$ cat src/hdl/eps_pkg.sv
// Shared types, codes and device tables for the EEPROM page-write splitter.
`timescale 1ns / 1ps

package eps_pkg;

    // Request codes carried by the action field of an input beat.
    typedef enum logic [1:0] {
        ACT_WRITE   = 2'd0,
        ACT_ADVANCE = 2'd1,
        ACT_READ    = 2'd2,
        ACT_NONE    = 2'd3
    } t_action;

    // Configuration register indexes.
    localparam logic CFG_DEVICE_TYPE = 1'b0;
    localparam logic CFG_BUS_ADDRESS = 1'b1;

    localparam logic [3:0] DEVICE_TYPE_RESET = 4'd8;
    localparam logic [7:0] BUS_ADDRESS_RESET = 8'd160;

    // Per-device information derived from the configuration registers.
    typedef struct packed {
        logic        known;
        logic [7:0]  page;
        logic [16:0] capacity;
        logic [1:0]  addr_bytes;
        logic [7:0]  dev_addr;
    } t_dev_info;

    // One result beat.
    typedef struct packed {
        logic        seg_valid;
        logic [15:0] seg_address;
        logic [15:0] seg_length;
        logic [15:0] buffer_offset;
        logic [1:0]  addr_bytes;
        logic [7:0]  dev_addr;
        logic        last;
        logic        range_error;
    } t_result;

    // Page size in bytes for each size code.
    function automatic logic [7:0] page_size(input logic [3:0] code);
        logic [7:0] p;
        case (code)
            4'd0, 4'd1:       p = 8'd8;
            4'd2, 4'd3, 4'd4: p = 8'd16;
            4'd5, 4'd6:       p = 8'd32;
            4'd7, 4'd8:       p = 8'd64;
            4'd9:             p = 8'd128;
            default:          p = 8'd8;
        endcase
        return p;
    endfunction

    // Capacity in bytes for each size code.
    function automatic logic [16:0] capacity_of(input logic [3:0] code);
        logic [16:0] c;
        case (code)
            4'd0:    c = 17'd128;
            4'd1:    c = 17'd256;
            4'd2:    c = 17'd512;
            4'd3:    c = 17'd1024;
            4'd4:    c = 17'd2048;
            4'd5:    c = 17'd4096;
            4'd6:    c = 17'd8192;
            4'd7:    c = 17'd16384;
            4'd8:    c = 17'd32768;
            4'd9:    c = 17'd65536;
            default: c = 17'd0;
        endcase
        return c;
    endfunction

endpackage

$ cat src/hdl/eps_cfg.sv
// Configuration registers and device table lookup for the page-write splitter.
`timescale 1ns / 1ps

module eps_cfg #(
    parameter int ADDRESS_WIDTH = 16
) (
    input  logic                i_clk,
    input  logic                i_rst_n,
    input  logic                i_cfg_valid,
    input  logic                i_cfg_index,
    input  logic [7:0]          i_cfg_data,
    output eps_pkg::t_dev_info  o_info
);
    import eps_pkg::*;

    localparam logic [16:0] ADDR_LIMIT = 17'(1) << ADDRESS_WIDTH;

    logic [3:0]  r_device_type;
    logic [7:0]  r_bus_address;
    logic [16:0] table_cap;

    always_ff @(posedge i_clk) begin
        if (!i_rst_n) begin
            r_device_type <= DEVICE_TYPE_RESET;
            r_bus_address <= BUS_ADDRESS_RESET;
        end else if (i_cfg_valid) begin
            case (i_cfg_index)
                CFG_DEVICE_TYPE: r_device_type <= i_cfg_data[3:0];
                CFG_BUS_ADDRESS: r_bus_address <= i_cfg_data;
                default:         r_bus_address <= r_bus_address;
            endcase
        end
    end

    always_comb begin
        table_cap         = capacity_of(r_device_type);
        o_info.known      = (r_device_type < 4'd10);
        o_info.page       = page_size(r_device_type);
        o_info.capacity   = (table_cap < ADDR_LIMIT) ? table_cap : ADDR_LIMIT;
        o_info.addr_bytes = (r_device_type < 4'd2) ? 2'd1 : 2'd2;
        o_info.dev_addr   = r_bus_address;
    end

endmodule

$ cat src/hdl/eps_plan.sv
// Request state and segment planning logic for the page-write splitter.
`timescale 1ns / 1ps

module eps_plan (
    input  logic                i_clk,
    input  logic                i_rst_n,
    input  logic                i_fire,
    input  eps_pkg::t_action    i_action,
    input  logic [15:0]         i_start_address,
    input  logic [15:0]         i_byte_count,
    input  eps_pkg::t_dev_info  i_info,
    output eps_pkg::t_result    o_result
);
    import eps_pkg::*;

    logic [16:0] r_next_address, n_next_address;
    logic [16:0] r_bytes_left,   n_bytes_left;
    logic [15:0] r_offset,       n_offset;
    logic        r_active,       n_active;

    logic [16:0] req_end;
    logic        req_bad;
    logic [16:0] base_addr;
    logic [16:0] base_left;
    logic [15:0] base_off;
    logic [7:0]  room;
    logic [7:0]  len;
    logic        emit;

    always_ff @(posedge i_clk) begin
        if (!i_rst_n) begin
            r_next_address <= '0;
            r_bytes_left   <= '0;
            r_offset       <= '0;
            r_active       <= 1'b0;
        end else if (i_fire) begin
            r_next_address <= n_next_address;
            r_bytes_left   <= n_bytes_left;
            r_offset       <= n_offset;
            r_active       <= n_active;
        end
    end

    always_comb begin
        req_end = {1'b0, i_start_address} + {1'b0, i_byte_count};
        req_bad = !i_info.known || (req_end > i_info.capacity);

        // A write start plans from the request, an advance from the saved state.
        if (i_action == ACT_WRITE) begin
            base_addr = {1'b0, i_start_address};
            base_left = {1'b0, i_byte_count};
            base_off  = '0;
        end else begin
            base_addr = r_next_address;
            base_left = r_bytes_left;
            base_off  = r_offset;
        end
        room = i_info.page - (base_addr[7:0] & (i_info.page - 8'd1));
        len  = (base_left < {9'd0, room}) ? base_left[7:0] : room;

        n_next_address = r_next_address;
        n_bytes_left   = r_bytes_left;
        n_offset       = r_offset;
        n_active       = r_active;
        emit           = 1'b0;

        o_result             = '0;
        o_result.addr_bytes  = i_info.addr_bytes;
        o_result.dev_addr    = i_info.dev_addr;

        case (i_action)
            ACT_WRITE: begin
                n_active = 1'b0;
                if (req_bad) begin
                    o_result.range_error = 1'b1;
                end else if (i_byte_count == 16'd0) begin
                    o_result.last = 1'b1;
                end else begin
                    emit = 1'b1;
                end
            end
            ACT_READ: begin
                if (req_bad) begin
                    o_result.range_error = 1'b1;
                end else if (i_byte_count == 16'd0) begin
                    o_result.last = 1'b1;
                end else begin
                    o_result.seg_valid   = 1'b1;
                    o_result.seg_address = i_start_address;
                    o_result.seg_length  = i_byte_count;
                    o_result.last        = 1'b1;
                end
            end
            ACT_ADVANCE: begin
                if (r_active) begin
                    if (!i_info.known) begin
                        n_active             = 1'b0;
                        o_result.range_error = 1'b1;
                    end else begin
                        emit = 1'b1;
                    end
                end
            end
            default: begin
                emit = 1'b0;
            end
        endcase

        if (emit) begin
            n_next_address         = base_addr + {9'd0, len};
            n_bytes_left           = base_left - {9'd0, len};
            n_offset               = base_off + {8'd0, len};
            n_active               = (n_bytes_left != 17'd0);
            o_result.seg_valid     = 1'b1;
            o_result.seg_address   = base_addr[15:0];
            o_result.seg_length    = {8'd0, len};
            o_result.buffer_offset = base_off;
            o_result.last          = (n_bytes_left == 17'd0);
        end
    end

endmodule

$ cat src/hdl/eeprom_page_write_splitter.sv
// Top level of the serial-EEPROM page-write splitter: beat registers and handshakes.
`timescale 1ns / 1ps

// The splitter plans bus transfers for a serial EEPROM of the configured size
// code. A write start is range-checked against the device capacity and, if it
// fits, gives its first segment at once; every advance beat then releases the
// next segment, each one kept within a single page, until a segment with the
// last flag ends the request. A read start gives one segment for the whole
// count. Every input beat yields exactly one result beat, with range_error set
// when the request does not fit or the size code is unknown. While the output
// is not stalled the block takes one beat per cycle: a beat passes from the
// input register through the planning logic into the output register, which
// drives the output ports, and the input side keeps accepting while a result
// waits as long as the output register can move on. The configuration port is
// always ready; registers should only be written while no beat is in flight.

module eeprom_page_write_splitter #(
    parameter int ADDRESS_WIDTH = 16
) (
    input  logic        i_clk,
    input  logic        i_rst_n,

    input  logic        i_cfg_valid,
    output logic        o_cfg_ready,
    input  logic        i_cfg_index,
    input  logic [7:0]  i_cfg_data,

    input  logic        i_in_valid,
    output logic        o_in_stall,
    input  logic [1:0]  i_action,
    input  logic [15:0] i_start_address,
    input  logic [15:0] i_byte_count,

    output logic        o_out_valid,
    input  logic        i_out_stall,
    output logic        o_segment_valid,
    output logic [15:0] o_segment_address,
    output logic [15:0] o_segment_length,
    output logic [15:0] o_buffer_offset,
    output logic [1:0]  o_address_bytes,
    output logic [7:0]  o_device_address,
    output logic        o_last_segment,
    output logic        o_range_error
);
    import eps_pkg::*;

    // Input register.
    logic        r_in_valid;
    t_action     r_action;
    logic [15:0] r_start_address;
    logic [15:0] r_byte_count;

    // Output register.
    logic        r_out_valid;
    t_result     r_out;

    t_dev_info   info;
    t_result     result;
    logic        out_ready;
    logic        fire;
    logic        in_ready;
    logic        in_take;

    // The output register can load when it is empty or its beat leaves now.
    // The input register can load when it is empty or its beat moves on now.
    assign out_ready = !r_out_valid || !i_out_stall;
    assign fire      = r_in_valid && out_ready;
    assign in_ready  = !r_in_valid || fire;
    assign in_take   = i_in_valid && in_ready;

    assign o_in_stall  = !in_ready;
    assign o_cfg_ready = 1'b1;

    eps_cfg #(
        .ADDRESS_WIDTH (ADDRESS_WIDTH)
    ) u_cfg (
        .i_clk       (i_clk),
        .i_rst_n     (i_rst_n),
        .i_cfg_valid (i_cfg_valid),
        .i_cfg_index (i_cfg_index),
        .i_cfg_data  (i_cfg_data),
        .o_info      (info)
    );

    // The request state advances only when a beat really moves into the
    // output register, so a stall never replays or skips a segment.
    eps_plan u_plan (
        .i_clk           (i_clk),
        .i_rst_n         (i_rst_n),
        .i_fire          (fire),
        .i_action        (r_action),
        .i_start_address (r_start_address),
        .i_byte_count    (r_byte_count),
        .i_info          (info),
        .o_result        (result)
    );

    always_ff @(posedge i_clk) begin
        if (!i_rst_n) begin
            r_in_valid <= 1'b0;
        end else if (in_take) begin
            r_in_valid <= 1'b1;
        end else if (fire) begin
            r_in_valid <= 1'b0;
        end
    end

    always_ff @(posedge i_clk) begin
        if (in_take) begin
            r_action        <= t_action'(i_action);
            r_start_address <= i_start_address;
            r_byte_count    <= i_byte_count;
        end
    end

    always_ff @(posedge i_clk) begin
        if (!i_rst_n) begin
            r_out_valid <= 1'b0;
        end else if (out_ready) begin
            r_out_valid <= r_in_valid;
        end
    end

    always_ff @(posedge i_clk) begin
        if (fire) begin
            r_out <= result;
        end
    end

    assign o_out_valid       = r_out_valid;
    assign o_segment_valid   = r_out.seg_valid;
    assign o_segment_address = r_out.seg_address;
    assign o_segment_length  = r_out.seg_length;
    assign o_buffer_offset   = r_out.buffer_offset;
    assign o_address_bytes   = r_out.addr_bytes;
    assign o_device_address  = r_out.dev_addr;
    assign o_last_segment    = r_out.last;
    assign o_range_error     = r_out.range_error;

endmodule

$ cat config.mk
export PLATFORM = sky130hd
export DESIGN_NAME = eeprom_page_write_splitter
export DESIGN_NICKNAME = d
export VERILOG_FILES = /design/src/hdl/eps_pkg.sv /design/src/hdl/eps_cfg.sv /design/src/hdl/eps_plan.sv /design/src/hdl/eeprom_page_write_splitter.sv
export SDC_FILE = /design/constraint.sdc
export NUM_CORES = 1
export LEC_CHECK = 0
export BUFFER_PORTS_ARGS = -buffer_cell sky130_fd_sc_hd__buf_2
export CELL_PAD_IN_SITES_DETAIL_PLACEMENT = 0
export CELL_PAD_IN_SITES_GLOBAL_PLACEMENT = 1
export CORE_MARGIN = 5
export CORE_UTILIZATION = 42
export CTS_CLUSTER_SIZE = 30
export DETAILED_ROUTE_END_ITERATION = 12
export PLACE_DENSITY = 0.82
export SKIP_CTS_REPAIR_TIMING = 1
export SLEW_MARGIN = 20
export SYNTH_ARGS = -nofsm -noshare
export SYNTH_HDL_FRONTEND = slang
export SYNTH_HIERARCHICAL = 1
export SYNTH_SLANG_ARGS = --single-unit
$ cat constraint.sdc
create_clock -name i_clk -period 9 [get_ports i_clk]
set_input_delay 1.8 -clock i_clk [delete_from_list [all_inputs] [get_ports i_clk]]
set_output_delay 1.8 -clock i_clk [all_outputs]
set_load 0.1 [all_outputs]
== Word-level counts from Yosys, hierarchy flattened ==
Memory sizes are Yosys's and may differ from the RTL's. A register that Yosys moved wholly into a read port is not among the register bits.
Index checks and enable logic that the tools add are counted.
Widths: inputs -> output; s select.
Operators by class
  add/subtract/negate cells: 6
  $lt $le $gt $ge: 5
  eq/ne operators: 2
  multiplexer cells: 32
  bitwise gates (word level): 3
  reduce and logical (&&, ||, !) cells: 22
Operators with widths (count)
  $mux 33: 3
  $mux 17: 3
  $mux 48: 1
  $add 16x16->17: 1
  $add 17x8->17: 1
  $gt 17x17->1: 1
  $logic_not 17->1: 1
  $lt 17x17->1 const B: 1
  $lt 17x8->1: 1
  $reduce_bool 17->1: 1
  $sub 17x8->17: 1
  $add 16x8->16: 1
  $logic_not 16->1: 1
  $mux 16: 1
  $mux 4: 4
  $mux 1: 14
  $and 8x8->8: 1
  $mux 8: 1
  $pmux 1 s2: 4
  $reduce_and 2->1: 4
  $sub 8x1->8 const B: 1
  $sub 8x8->8: 1
  $logic_not 1->1: 5
  $lt 4x2->1 const B: 1
  12 further kinds: 16
Storage, ports and cells
  register bits after elaboration: 160
  ROM bits: 240
  input bits: 48
  output and inout bits: 64
  word-level logic and storage cells: 92
  memories: 2
Memory list
  (no name shown): words 16, width 10, read ports 1, clocked after Yosys merged registers in 1, write ports 0, line eps_pkg.sv:59  | case (code)
  (no name shown): words 16, width 5, read ports 1, clocked after Yosys merged registers in 1, write ports 0, line eps_pkg.sv:45  | case (code)

== Logic depth before layout (Yosys ltp) ==
Gate-level depths: netlist of run 1.
  depth after elaboration: 9
  depth in mapped cells: 33
  mapped depth without buffers: 29

== By module ==
Netlist of run 1, hierarchy kept.
Modules (own cells, without submodules)
  eps_plan: instances 1, cells an instance 954, area an instance 6936.7 um2, sequential area each 1001.0 um2
  eeprom_page_write_splitter: instances 1, cells an instance 105, area an instance 2947.8 um2, sequential area each 2892.8 um2
  eps_cfg: instances 1, cells an instance 133, area an instance 1183.6 um2, sequential area each 520.5 um2

== Worst setup path before layout of run 1 ==
OpenSTA, ideal clock, no wires.
  path type: in2reg
  start point: input port i_out_stall
  end point: register u_plan.r_offset[3]
  library setup time: 128 ps
  data arrival time: 8658 ps
  required time: 8872 ps
  setup slack: 214 ps
  cell stages on the path: 9
  path buffers: 2
  cell sequence: a21boi_0 nand2_1 or4_2 nand2_1 clkbuf_1 clkbuf_1 o21ai_0 a22oi_1 nor2_1
Between the ends
  word-level cells in the longest chain between the ends: 4
Ends and longest elaborated chain
  start: declaration: line eeprom_page_write_splitter.sv:35  | input logic i_out_stall,
  $logic_not 1->1: line eeprom_page_write_splitter.sv:66  | assign out_ready = !r_out_valid || !i_out_stall;
  $logic_or 1x1->1: line eeprom_page_write_splitter.sv:66
  $logic_and 1x1->1: line eeprom_page_write_splitter.sv:67  | assign fire = r_in_valid && out_ready;
  $reduce_and 2->1 (no source line)
  end signal: assignment: line eps_plan.sv:39  | r_offset <= n_offset;
  end: declaration: line eps_plan.sv:18  | logic [15:0] r_offset, n_offset;
No other way between the ends.
A chain may end at the register's enable or synchronous reset.

==> run summary, run 1 <==
Of the available clock period, the critical path in the final layout requires 90.9%. The final cell count without fillers is 1,620, and the via total after detailed routing is 9,251. Most common cell in the netlist: nand2_1. The element type at the critical path end is a register.

Relative to the synthesized area, the layout overhead comes to 11.8%. The area of the mapped netlist was 11,100 um^2. TritonCTS built the clock tree. Die span in x: 172 um. The number of clock buffers added by TritonCTS is 17. At the pin with the least slew margin, the transition time is 1010 ps. The worst-skew pair later-pin latency came out at 450 ps. Setup slack on the critical path of the routed design comes to 823 ps. The I/O pin count was 112; the final hold slack was 433 ps.

For the number of global-route vias before repair, the log shows 8,959. The commonest cells after synthesis are 145 x nand2_1, 95 x edfxtp_1, 78 x dfxtp_1. The logs give 906 ps for the worst slack after detailed placement and 1,376 for the net count of the finished layout.

Number of sinks on the clock net: 173. The tools report the number of DRC violations after detailed-routing iteration 0 as 781. The arrival time at the worst endpoint is 8490 ps, and the die footprint is 29,700 um^2. Summed over all nets, the half-perimeter wirelength after detailed placement is 22.8 mm.

Clock tree synthesis selected as its root buffer the cell clkbuf_16. The first global-routing pass estimated 49.4 mm of wire. After detailed routing, the average wire length per cell comes to 19.3 um.

Clock-pin slew was measured on the worst setup and hold paths at 80 ps. The tool flagged a number of max-cap violations equal to 0. The tools report the hold violation count in the final report as 0. Setup repair after global routing left no endpoint under its margin.

The number of remaining DRC errors is 0, and the power density over cell area is 192 nW/um^2. In this run the tool buffered the top-level ports with 110 buffer cells. The tools report the pin count of the biggest net entering global routing as 55.

In the synthesized netlist the dominant register cell turns out to be edfxtp_1. Derived from the worst setup path, the maximum achievable clock frequency is 122 MHz. The classification of the worst-slack hold path was reg2reg.

The run gives 0 as the count of pins over their slew limit. Routability-driven placement finished with a final weighted congestion of 0.894. The initial antenna violation count is 0. The die is 172 um tall. Adding up every negative setup slack in the final design gives 0 ps. The initial core utilization is 42.6%, and the number of detailed-route iterations in the first pass is 6. The tools report the data required time at the worst endpoint as 9320 ps.

For the final database, setup skew stands at 13.9 ps. A synthesized cell averages 9.29 um^2. The fraction of synthesis flops using an asynchronous set or reset pin is 0%, and the overall routing resource usage is 21.3%. Maximum net fanout on the critical path: 24.

The number of warning messages in the yosys log was 6. The synthesized design contains 95 enable-type register cells. For this block, the routed nets add up to 31.2 mm of wire. The worst setup path is launched from a register. 0 antenna diodes ended up in the layout. At the end of the flow the core is filled with cells to 47.6%. The post-route netlist has 15.6% of its cells at a drive strength greater than 1. By area the synthesized netlist is led by edfxtp_1 26%, dfxtp_1 14%, ha_1 6.2%, nand2_1 4.9%, a21oi_1 3.2%. The floorplan has 59 rows.

The number of different library cells used by synthesis comes to 107. Summed over all layers, the global routing overflow is 0. The run gives 39.9% as the sequential area share after synthesis. For this design the static power due to leakage is 4.86 nW.

The area share of the largest cell type after synthesis was 25.8%; the mean number of vias per cell was 5.71. The synthesized design contains 173 register bits. The flow ran to the end, and the final reports show no timing, DRC or antenna violations. The run gives 0 as the final antenna-violating net count.

The cell type contributing the most total cell area after synthesis is edfxtp_1. The minimum period implied by the final worst setup slack came out at 8180 ps. The tools report the filler cell count as 2,482. The clock passes through at most 2 buffers. Counting tap cells, the placed design contains a total of 1,588 instances. The area of the core region is 26,000 um^2.

Across the VDD grid, the largest voltage drop is 0.000106 V. The cell count after synthesis came out at 1,192. By startpoint and endpoint, the worst setup path is classified as reg2reg. For the worst setup slack for register-to-register paths, the log shows 820 ps. Setup violations remaining at the end of the flow were counted as 0. The normalized max-slew margin was 32.3%. The H-tree was split into 4 levels.
## report_power, final
part           switching (W)  total, W  internal (W)
Clock               0.000383  0.000774      0.000391
Combinational       0.000472  0.000697      0.000225
Sequential         0.0000334  0.000907      0.000874
Total               0.000889   0.00238       0.00149
## per-layer routing
metal	vias up	global-route usage [%]	share of wire [%]
li1	4509	-	-
met1	4408	29.4	45
met2	293	34.6	47
met3	41	3.09	5.2
met4	0	6.77	2.4
met5	-	0	0
## layout make-up
type                            count  area, um^2  area share [%]
Multi-Input combinational cell    894        6050            48.9
Sequential cell                   173        4410            35.7
Timing Repair Buffer              119         618            5.00
Clock buffer                       18         450            3.64
Tap cell                          335         419            3.39
Inverter                           67         251            2.03
Clock inverter                     14         164            1.33
## path summary, 6_finish.rpt
path                     startpoint                  end  cells past startpoint
min reg2reg  u_cfg/r_bus_address[6]  o_device_address[6]                      0
min          u_cfg/r_bus_address[6]  o_device_address[6]                      0
max                     r_action[1]       o_last_segment                     25
max reg2reg             r_action[1]       o_last_segment                     25
## flip-flops by register name, indices dropped and copies added, names as in the netlist, 2 cells and up
name,flops
u_cfg/o_info,4
r_byte_count,16
o_buffer_offset,16
u_cfg/table_cap,10
o_segment_address,16
u_cfg/r_bus_address,8
o_segment_length,16
u_plan/r_next_address,16
r_start_address,16
o_address_bytes,2
o_device_address,8
u_plan/r_bytes_left,17
u_cfg/r_device_type,4
u_plan/r_offset,16
r_action,2
## cells in the final DEF (no fill, tap or decap), drive strengths merged, types with 28 or more instances in the layout
| cell type | Yosys | final |
|---|---|---|
| edfxtp | 95 | 95 |
| inv | 67 | 74 |
| nand3 | 34 | 34 |
| a21oi | 70 | 70 |
| nor2 | 74 | 74 |
| buf | 37 | 119 |
| dfxtp | 78 | 78 |
| nand2 | 146 | 146 |
| ha | 55 | 55 |
| o21ai | 48 | 48 |
| xnor2 | 38 | 38 |
| mux2i | 28 | 28 |
## critical path, cell delays in order (launching register included)
cell and delay, ps:
edfxtp_1 730, nor2_4 500, mux2i_1 500, mux2_1 420, o311ai_1 530, xnor2_1 290, ha_1 270, a2111oi_0 430
o2bb2ai_1 190, maj3_1 280, o31ai_4 110, nor2_2 360, o31a_1 260, ha_1 240, inv_1 100, ha_1 240
o31a_1 310, o21bai_1 180, o21ai_0 150, a31oi_1 200, o221ai_1 320, or4_1 520, xor2_1 150, o22ai_1 110
nor4_1 470, o22a_1 190
## cell families (layout without fill, tap and decap cells)
group | after synthesis | in the layout | synth area share (%)
other cells | 2 | 11 | 0.0679
compound gates | 302 | 302 | 19.7
simple gates | 427 | 427 | 19.4
fa+ha+maj | 64 | 64 | 7.16
mux | 34 | 34 | 3.26
flops | 173 | 173 | 39.9
buf+inv | 134 | 218 | 6.07
xor+xnor | 56 | 56 | 4.50
## stage by stage
step	instance area [um^2]	total power, W
finish	12400	0.00238
global placement	11800	0.00161
CTS	12400	0.00239
detailed placement	11800	0.00161
global route	12400	0.00249
floorplan	11100	0.00146
Note: power is estimated with default switching activity, not from simulation.
==> inputs of run 2 (changes only) <==
Settings changed: CORE_UTILIZATION 42 to 50, PLACE_DENSITY 0.82 to 0.91.
Clock period 9 ns to 9.5 ns, I/O delays scaled along.
==> run 2 against run 1 <==
Effect of this change: critical path depth is 2 higher; highest routed layer unchanged; clock skew increased by 4.7 ps; critical endpoint unchanged; final cell count shrank 3.4%; register-to-register slack improved by 730 ps; clock power down 8.4%.
==> run summary, run 2 (same netlist as run 1, synthesis figures left out) <==
The run finished with clean final reports. The deepest clock path buffer count was 2 (unchanged); the H-tree level count was 4 (unchanged). The total congestion overflow after global routing is 0 (unchanged).

The number of remaining DRC errors was 0 (unchanged); the flip-flop count of the largest register after layout was 17 (unchanged). Relative to the synthesized area, the layout overhead comes to 11.1%. Final antenna-violating net count: 0 (unchanged).

The initial core utilization is 50.7% (+8.1 points), and the number of buffers inserted by port buffering is 110 (unchanged). The I/O pin count is 112 (unchanged). The worst setup path is launched from a register. The die span in x came out at 159 um (-7.9%). The tools report the count of pins over their slew limit as 0 (unchanged). The mean number of vias per cell was 5.97 (+4.5%). The initial antenna violation count was 0 (unchanged); the die extent in y was 159 um (-7.9%). The leakage power total came out at 4.86 nW (about the same).

For the via total after detailed routing, the log shows 9,341 (+0.97%). The measured slew at the worst slew-check pin works out to 1050 ps (+36.5 ps). Register bank with the most flops: u_plan/r_bytes_left. The switching part of the total power was 37.2% (-0.13 points); the number of global-route vias before repair was 9,099 (+1.6%).

In the layout the commonest cells are 145 x nand2_1, 110 x buf_2, 95 x edfxtp_1, 78 x dfxtp_1, 71 x nor2_1. The maximum net fanout on the critical path came out at 24 (unchanged). The number of diodes added for antenna fixing is 0 (unchanged). The hold violation count in the final report was 0 (unchanged). The tools report the filler cell count as 1,982 (-20%). The power density over cell area came out at 182 nW/um^2 (-5.3%). The logs give 38.4% (+0.3 points) for the relative contribution of sequential cells to total power and 0.972 (+8.7%) for the routability congestion estimate. The number of detailed-route iterations in the first pass came out at 5 (-1). The share of the clock period used by the worst path was 83.7% (-7.2 points).

The run gives 48.9 mm (-1.2%) as the wire length of the first global-routing pass. The run gives 1550 ps (+729 ps) as the final worst-path setup slack. TritonCTS built the clock tree. The clock-pin slew reported for the worst setup and hold paths after clock tree synthesis works out to 80 ps (about the same). Number of core rows: 54 (-8.5%). The die footprint is 25,200 um^2 (-15%). The worst register-to-register path begins at r_action[1]. Share of final-layout standard cells stronger than drive strength 1: 15.6% (unchanged). The average wire per cell in the routed design came out at 19.5 um (+1.1%). The worst setup slack for register-to-register paths was 1550 ps (+730 ps). The startpoint identified for the worst hold timing path is u_cfg/r_bus_address[3].

The worst setup path category is reg2reg. STA classifies the critical path endpoint as a register. Minimum period implied by the final worst setup slack: 7950 ps (-229 ps).

The run gives 8250 ps (-240 ps) as the arrival time at the worst endpoint. The number of DRC violations after detailed-routing iteration 0 came out at 705 (-9.7%). The run gives 31.7% (-0.9 points) as the share of total power in the clock network.

The classification of the worst-slack hold path is reg2reg. For the reported max-cap violation count, the log shows 0 (unchanged). The most critical setup path has its startpoint at r_action[1]. The net count of the finished layout came out at 1,376 (unchanged).

For the overall routing resource usage, the log shows 23.7% (+2.4 points). The tools report the final HPWL from detailed placement as 22.3 mm (-1.9%). The switching power was 0.000833 W (-6.3%). Setup repair after global routing left no endpoint under its margin. The logs give 18.6 ps (+4.69 ps) for the final worst clock skew and 0.00140 W (-5.7%) for the internal power contribution.

The run gives 9800 ps (+480 ps) as the data required time at the worst endpoint. Clock tree root buffer cell: clkbuf_16. The logs give 0 ps (unchanged) for the accumulated negative setup slack and 0 (unchanged) for the count of final setup violators.

The area of the core region was 21,800 um^2 (-16%); the worst-skew pair later-pin latency was 440 ps (about the same). The tools report the number of CTS-inserted buffers as 17 (unchanged). The leading cell type in the layout, fill and taps excluded was nand2_1. Maximum clock rate: 126 MHz (+2.9%).

The fraction of power consumed by combinational cells came out at 30.0% (+0.7 points). The routed wire length is 30.5 mm (-2.3%), and the worst slack after detailed placement is 1730 ps (+827 ps). The pin count of the biggest net entering global routing is 57 (+3.6%), and the number of sinks on the clock net is 173 (unchanged).

The normalized max-slew margin was 29.8% (-2.4 points). The worst ir drop on vdd came out at 0.000121 V (+14%).
## run 2: cell types whose count changed in the layout (fill, tap and decap cells not counted), sizes merged
cell      change
clkinv        +1
clkinvlp      -1
## run 2: cell type report
cell class | instances | area (um^2) | share of cell area [%]
flip-flops and latches | 173 | 4410 | 35.9
clock inverters | 14 | 168 | 1.36
clock buffers | 18 | 439 | 3.57
well taps | 280 | 350 | 2.85
inverters | 67 | 251 | 2.05
repair buffers | 119 | 618 | 5.03
multi-input cells | 894 | 6050 | 49.2
## run 2: power groups by stage
stage          logic, W  registers (W)  clock network [W]
2_1_floorplan  0.000414       0.000968                  0
3_3_place_gp   0.000653       0.000874                  0
3_5_place_dp   0.000655       0.000875                  0
5_1_grt        0.000719       0.000862           0.000756
4_1_cts        0.000659       0.000858           0.000724
6_report       0.000671       0.000859           0.000709
## run 2: worst paths after layout
path	to	depth (start not counted)
worst max-delay path	o_last_segment	27
worst min-delay path	o_device_address[3]	0
worst max register to register	o_last_segment	27
worst min register to register	o_device_address[3]	0
## run 2: critical path, cell delays in order, from the launching register on
cell	delay [ps]
edfxtp_1	720
o21ai_0	390
nand2_1	190
o21ai_0	220
ha_1	180
o21ba_2	180
o311ai_1	530
xnor2_1	280
ha_1	260
a2111oi_0	420
o2bb2ai_1	170
maj3_1	270
o31ai_4	120
nor2_2	390
o31a_1	260
ha_1	230
inv_1	90
ha_1	240
o31a_1	310
o21bai_1	190
o21ai_0	200
a31oi_1	220
o221ai_1	320
or4_1	520
xor2_1	140
o22ai_1	110
nor4_1	490
o22a_1	180
## run 2: per-stage QoR
| step | instance area [um^2] | hold slack (ps) | instances | utilization [%] | total power, W |
|---|---|---|---|---|---|
| 2_1_floorplan | 11100 | 428 | 1201 | - | 0.00138 |
| 3_3_place_gp | 11700 | 411 | 1533 | 53.5 | 0.00153 |
| 3_5_place_dp | 11700 | 415 | 1533 | 53.5 | 0.00153 |
| 4_1_cts | 12300 | 435 | 1565 | 56.3 | 0.00224 |
| 5_1_grt | 12300 | 452 | 1565 | 56.3 | 0.00234 |
| 6_report | 12300 | 434 | 1565 | 56.3 | 0.00224 |
## run 2: per-layer routing
metal,vias to the layer above,part of all wire (%),track usage [%]
met1,4464,44,31.9
met4,0,2.9,9.11
met3,56,5.9,3.50
met2,328,47,38.7
met5,-,0,0
li1,4493,-,-
==> inputs of run 3 (changes only) <==
Settings changed: CORE_UTILIZATION 50 to 42, PLACE_DENSITY 0.91 to 0.82.
Clock period 9.5 ns to 7.1 ns, I/O delays scaled along.
==> run 3 against run 2 <==
Effect of this change: via count is 0.35% lower; first-iteration DRC count decreased by 14%; largest cell class unchanged; final cell count is 4.5% higher; fmax grew 21%; die area is 18% higher; highest routed layer unchanged; total power up 34%; core utilization decreased by 8.3 points.
==> run summary, run 3 (same netlist as run 1, synthesis figures left out) <==
The startpoint kind of the worst setup timing path is a register. The average wire per cell in the routed design came out at 19.1 um (-2.0%). Element type at the critical path end: a register. The kind of cell with the highest combined delay on the critical path was compound AO/OA/AOI/OAI gates. The hold violation count in the final report came out at 0 (unchanged). The flow ran to the end, and the final reports show no timing, DRC or antenna violations.

Clock tree root buffer cell: clkbuf_16. Switching part of the total power: 37.2% (about the same). TritonCTS built the clock tree. The die extent in y works out to 172 um (+8.5%). The relative contribution of sequential cells to total power is 38.4% (about the same). For the switching power, the log shows 0.00111 W (+33%). The end of the worst register-to-register path was o_last_segment. The worst setup slack for register-to-register paths was 550 ps (-1000 ps); the number of core rows was 59 (+9.3%).

The initial core utilization is 42.6% (-8.1 points). The normalized max-slew margin was 32.1% (+2.3 points); the share of total power in the clock network was 31.2% (-0.5 points). Among all stages on the critical path, the largest delay is contributed by edfxtp_1. Reported max-cap violation count: 0 (unchanged). The measured slew at the worst slew-check pin was 1020 ps (-34.1 ps); the filler cell count was 2,525 (+27%). The flip-flop count of the largest register after layout works out to 17 (unchanged). For the routability congestion estimate, the log shows 0.903 (-7.1%). For the final worst clock skew, the log shows 17.1 ps (-1.43 ps). The worst hold path begins at u_cfg/r_bus_address[6].

By startpoint and endpoint, the worst setup path is classified as reg2reg. The wire length of the first global-routing pass is 49.5 mm (+1.2%), and the arrival time at the worst endpoint is 6860 ps (-1390 ps). The number of CTS-inserted buffers is 17 (unchanged).

The minimum period implied by the final worst setup slack was 6550 ps (-1400 ps); the data required time at the worst endpoint was 7410 ps (-2390 ps). Setup repair after global routing left no endpoint under its margin. The H-tree level count was 4 (unchanged); the via total after detailed routing was 9,308 (-0.35%). The overall routing resource usage was 21.3% (-2.4 points); the number of global-route vias before repair was 9,068 (-0.34%).

More flip-flops sit in one register than any other, and that register is u_plan/r_bytes_left. The final HPWL from detailed placement is 22.9 mm (+2.8%). The library cells used most frequently in the layout, excluding fill and tap cells, are 145 x nand2_1, 110 x buf_2, 95 x edfxtp_1, 78 x dfxtp_1, 71 x nor2_1. The terminating pin of the worst hold path was o_device_address[6]. The run gives 7 (+2) as the number of detailed-route iterations in the first pass. The die footprint is 29,700 um^2 (+18%), and the synthesis-to-layout area growth is 12.7%. The run gives 0 (unchanged) as the initial antenna violation count. Classification of the worst-slack hold path: reg2reg.

The sum of buffers and inverters on the critical path was 2 (+1). The number of sinks on the clock net is 173 (unchanged), and the number of remaining DRC errors is 0 (unchanged). Number of DRC violations after detailed-routing iteration 0: 607 (-14%). The share of final-layout standard cells stronger than drive strength 1 is 16.8% (+1.3 points). The maximum net fanout on the critical path is 6 (-75%).

The clock-pin slew reported for the worst setup and hold paths after clock tree synthesis works out to 80 ps (about the same). Pin count of the biggest net entering global routing: 55 (-3.5%). The peak per-stage delay on the critical path works out to 460 ps (-260 ps). The I/O pin count is 112 (unchanged), and the final hold slack is 434 ps (-0.620 ps). The share of the clock period used by the worst path was 92.2% (+8.6 points). The hold-critical path depth is 0 (unchanged). The tools report the number of diodes added for antenna fixing as 0 (unchanged). The tools report the utilization after layout as 48.0% (-8.3 points). Area of the core region: 26,000 um^2 (+19%).

The run gives 440 ps (about the same) as the worst-skew pair later-pin latency. The fraction of power consumed by combinational cells is 30.4% (+0.4 points), and the number of buffers inserted by port buffering is 110 (unchanged). The power density over cell area came out at 239 nW/um^2 (+32%). The leading cell type in the layout, fill and taps excluded was nand2_1.

The length in cells of the worst reg-to-reg path is 27 (unchanged), and the die span in x is 172 um (+8.5%). Among the stages of the critical path, the cell type that occurs most often is ha_1. The count of pins over their slew limit is 0 (unchanged), and the worst ir drop on vdd is 0.000141 V (+17%). The mean number of vias per cell came out at 5.69 (-4.7%).

For the maximum clock rate, the log shows 153 MHz (+21%). The logs give 4.93 nW (+1.4%) for the leakage power total and 0 (unchanged) for the count of final setup violators. The deepest clock path buffer count is 2 (unchanged).

The tools report the total congestion overflow after global routing as 0 (unchanged). Beginning of the worst register-to-register path: r_action[0]. Final antenna-violating net count: 0 (unchanged).

The tools report the net count of the finished layout as 1,392 (+1.2%). The logs give 0.00188 W (+34%) for the internal power contribution and 0 ps (unchanged) for the accumulated negative setup slack. For the routed wire length, the log shows 31.2 mm (+2.5%).
run 3: stage by stage:
stage	cell area, um^2	setup slack, ps	cells	power, W
6_report	12500	552	1636	0.00299
5_1_grt	12500	81.1	1636	0.00313
4_1_cts	12500	387	1636	0.00299
3_5_place_dp	11900	436	1604	0.00206
3_3_place_gp	11900	631	1604	0.00205
2_1_floorplan	11100	37.8	1201	0.00185
run 3: how the worst max path moves through the flow:
stage	start	end	slack (ps)	cells after the start
floorplan	r_action[0]	o_last_segment	40	33
global placement	r_action[0]	o_last_segment	630	27
CTS	r_action[0]	o_last_segment	390	27
global route	r_action[0]	o_last_segment	80	27
detailed placement	r_action[0]	o_last_segment	440	27
finish	r_action[0]	o_last_segment	550	27
run 3: routing by layer:
| metal | wire length [um] | GRT usage [%] | vias to the layer above |
|---|---|---|---|
| met2 | 14200 | 33.9 | 273 |
| li1 | - | - | 4519 |
| met4 | 1180 | 8.92 | 0 |
| met3 | 1620 | 3.50 | 63 |
| met1 | 14200 | 29.0 | 4453 |
| met5 | 0 | 0 | - |
run 3: cell type report:
class	count	area (um^2)	area share [%]
Multi-Input combinational cell	894	6070	48.7
Clock buffer	17	425	3.41
Timing Repair Buffer	135	738	5.92
Sequential cell	173	4410	35.4
Tap cell	335	419	3.36
Clock inverter	15	158	1.26
Inverter	67	251	2.02
run 3: power by group through the flow:
| stage | Combinational [W] | Sequential [W] | Clock [W] |
|---|---|---|---|
| finish | 0.000907 | 0.00115 | 0.000932 |
| global route | 0.000981 | 0.00115 | 0.000994 |
| CTS | 0.000891 | 0.00115 | 0.000951 |
| detailed placement | 0.000886 | 0.00117 | 0 |
| global placement | 0.000883 | 0.00117 | 0 |
| floorplan | 0.000554 | 0.00129 | 0 |
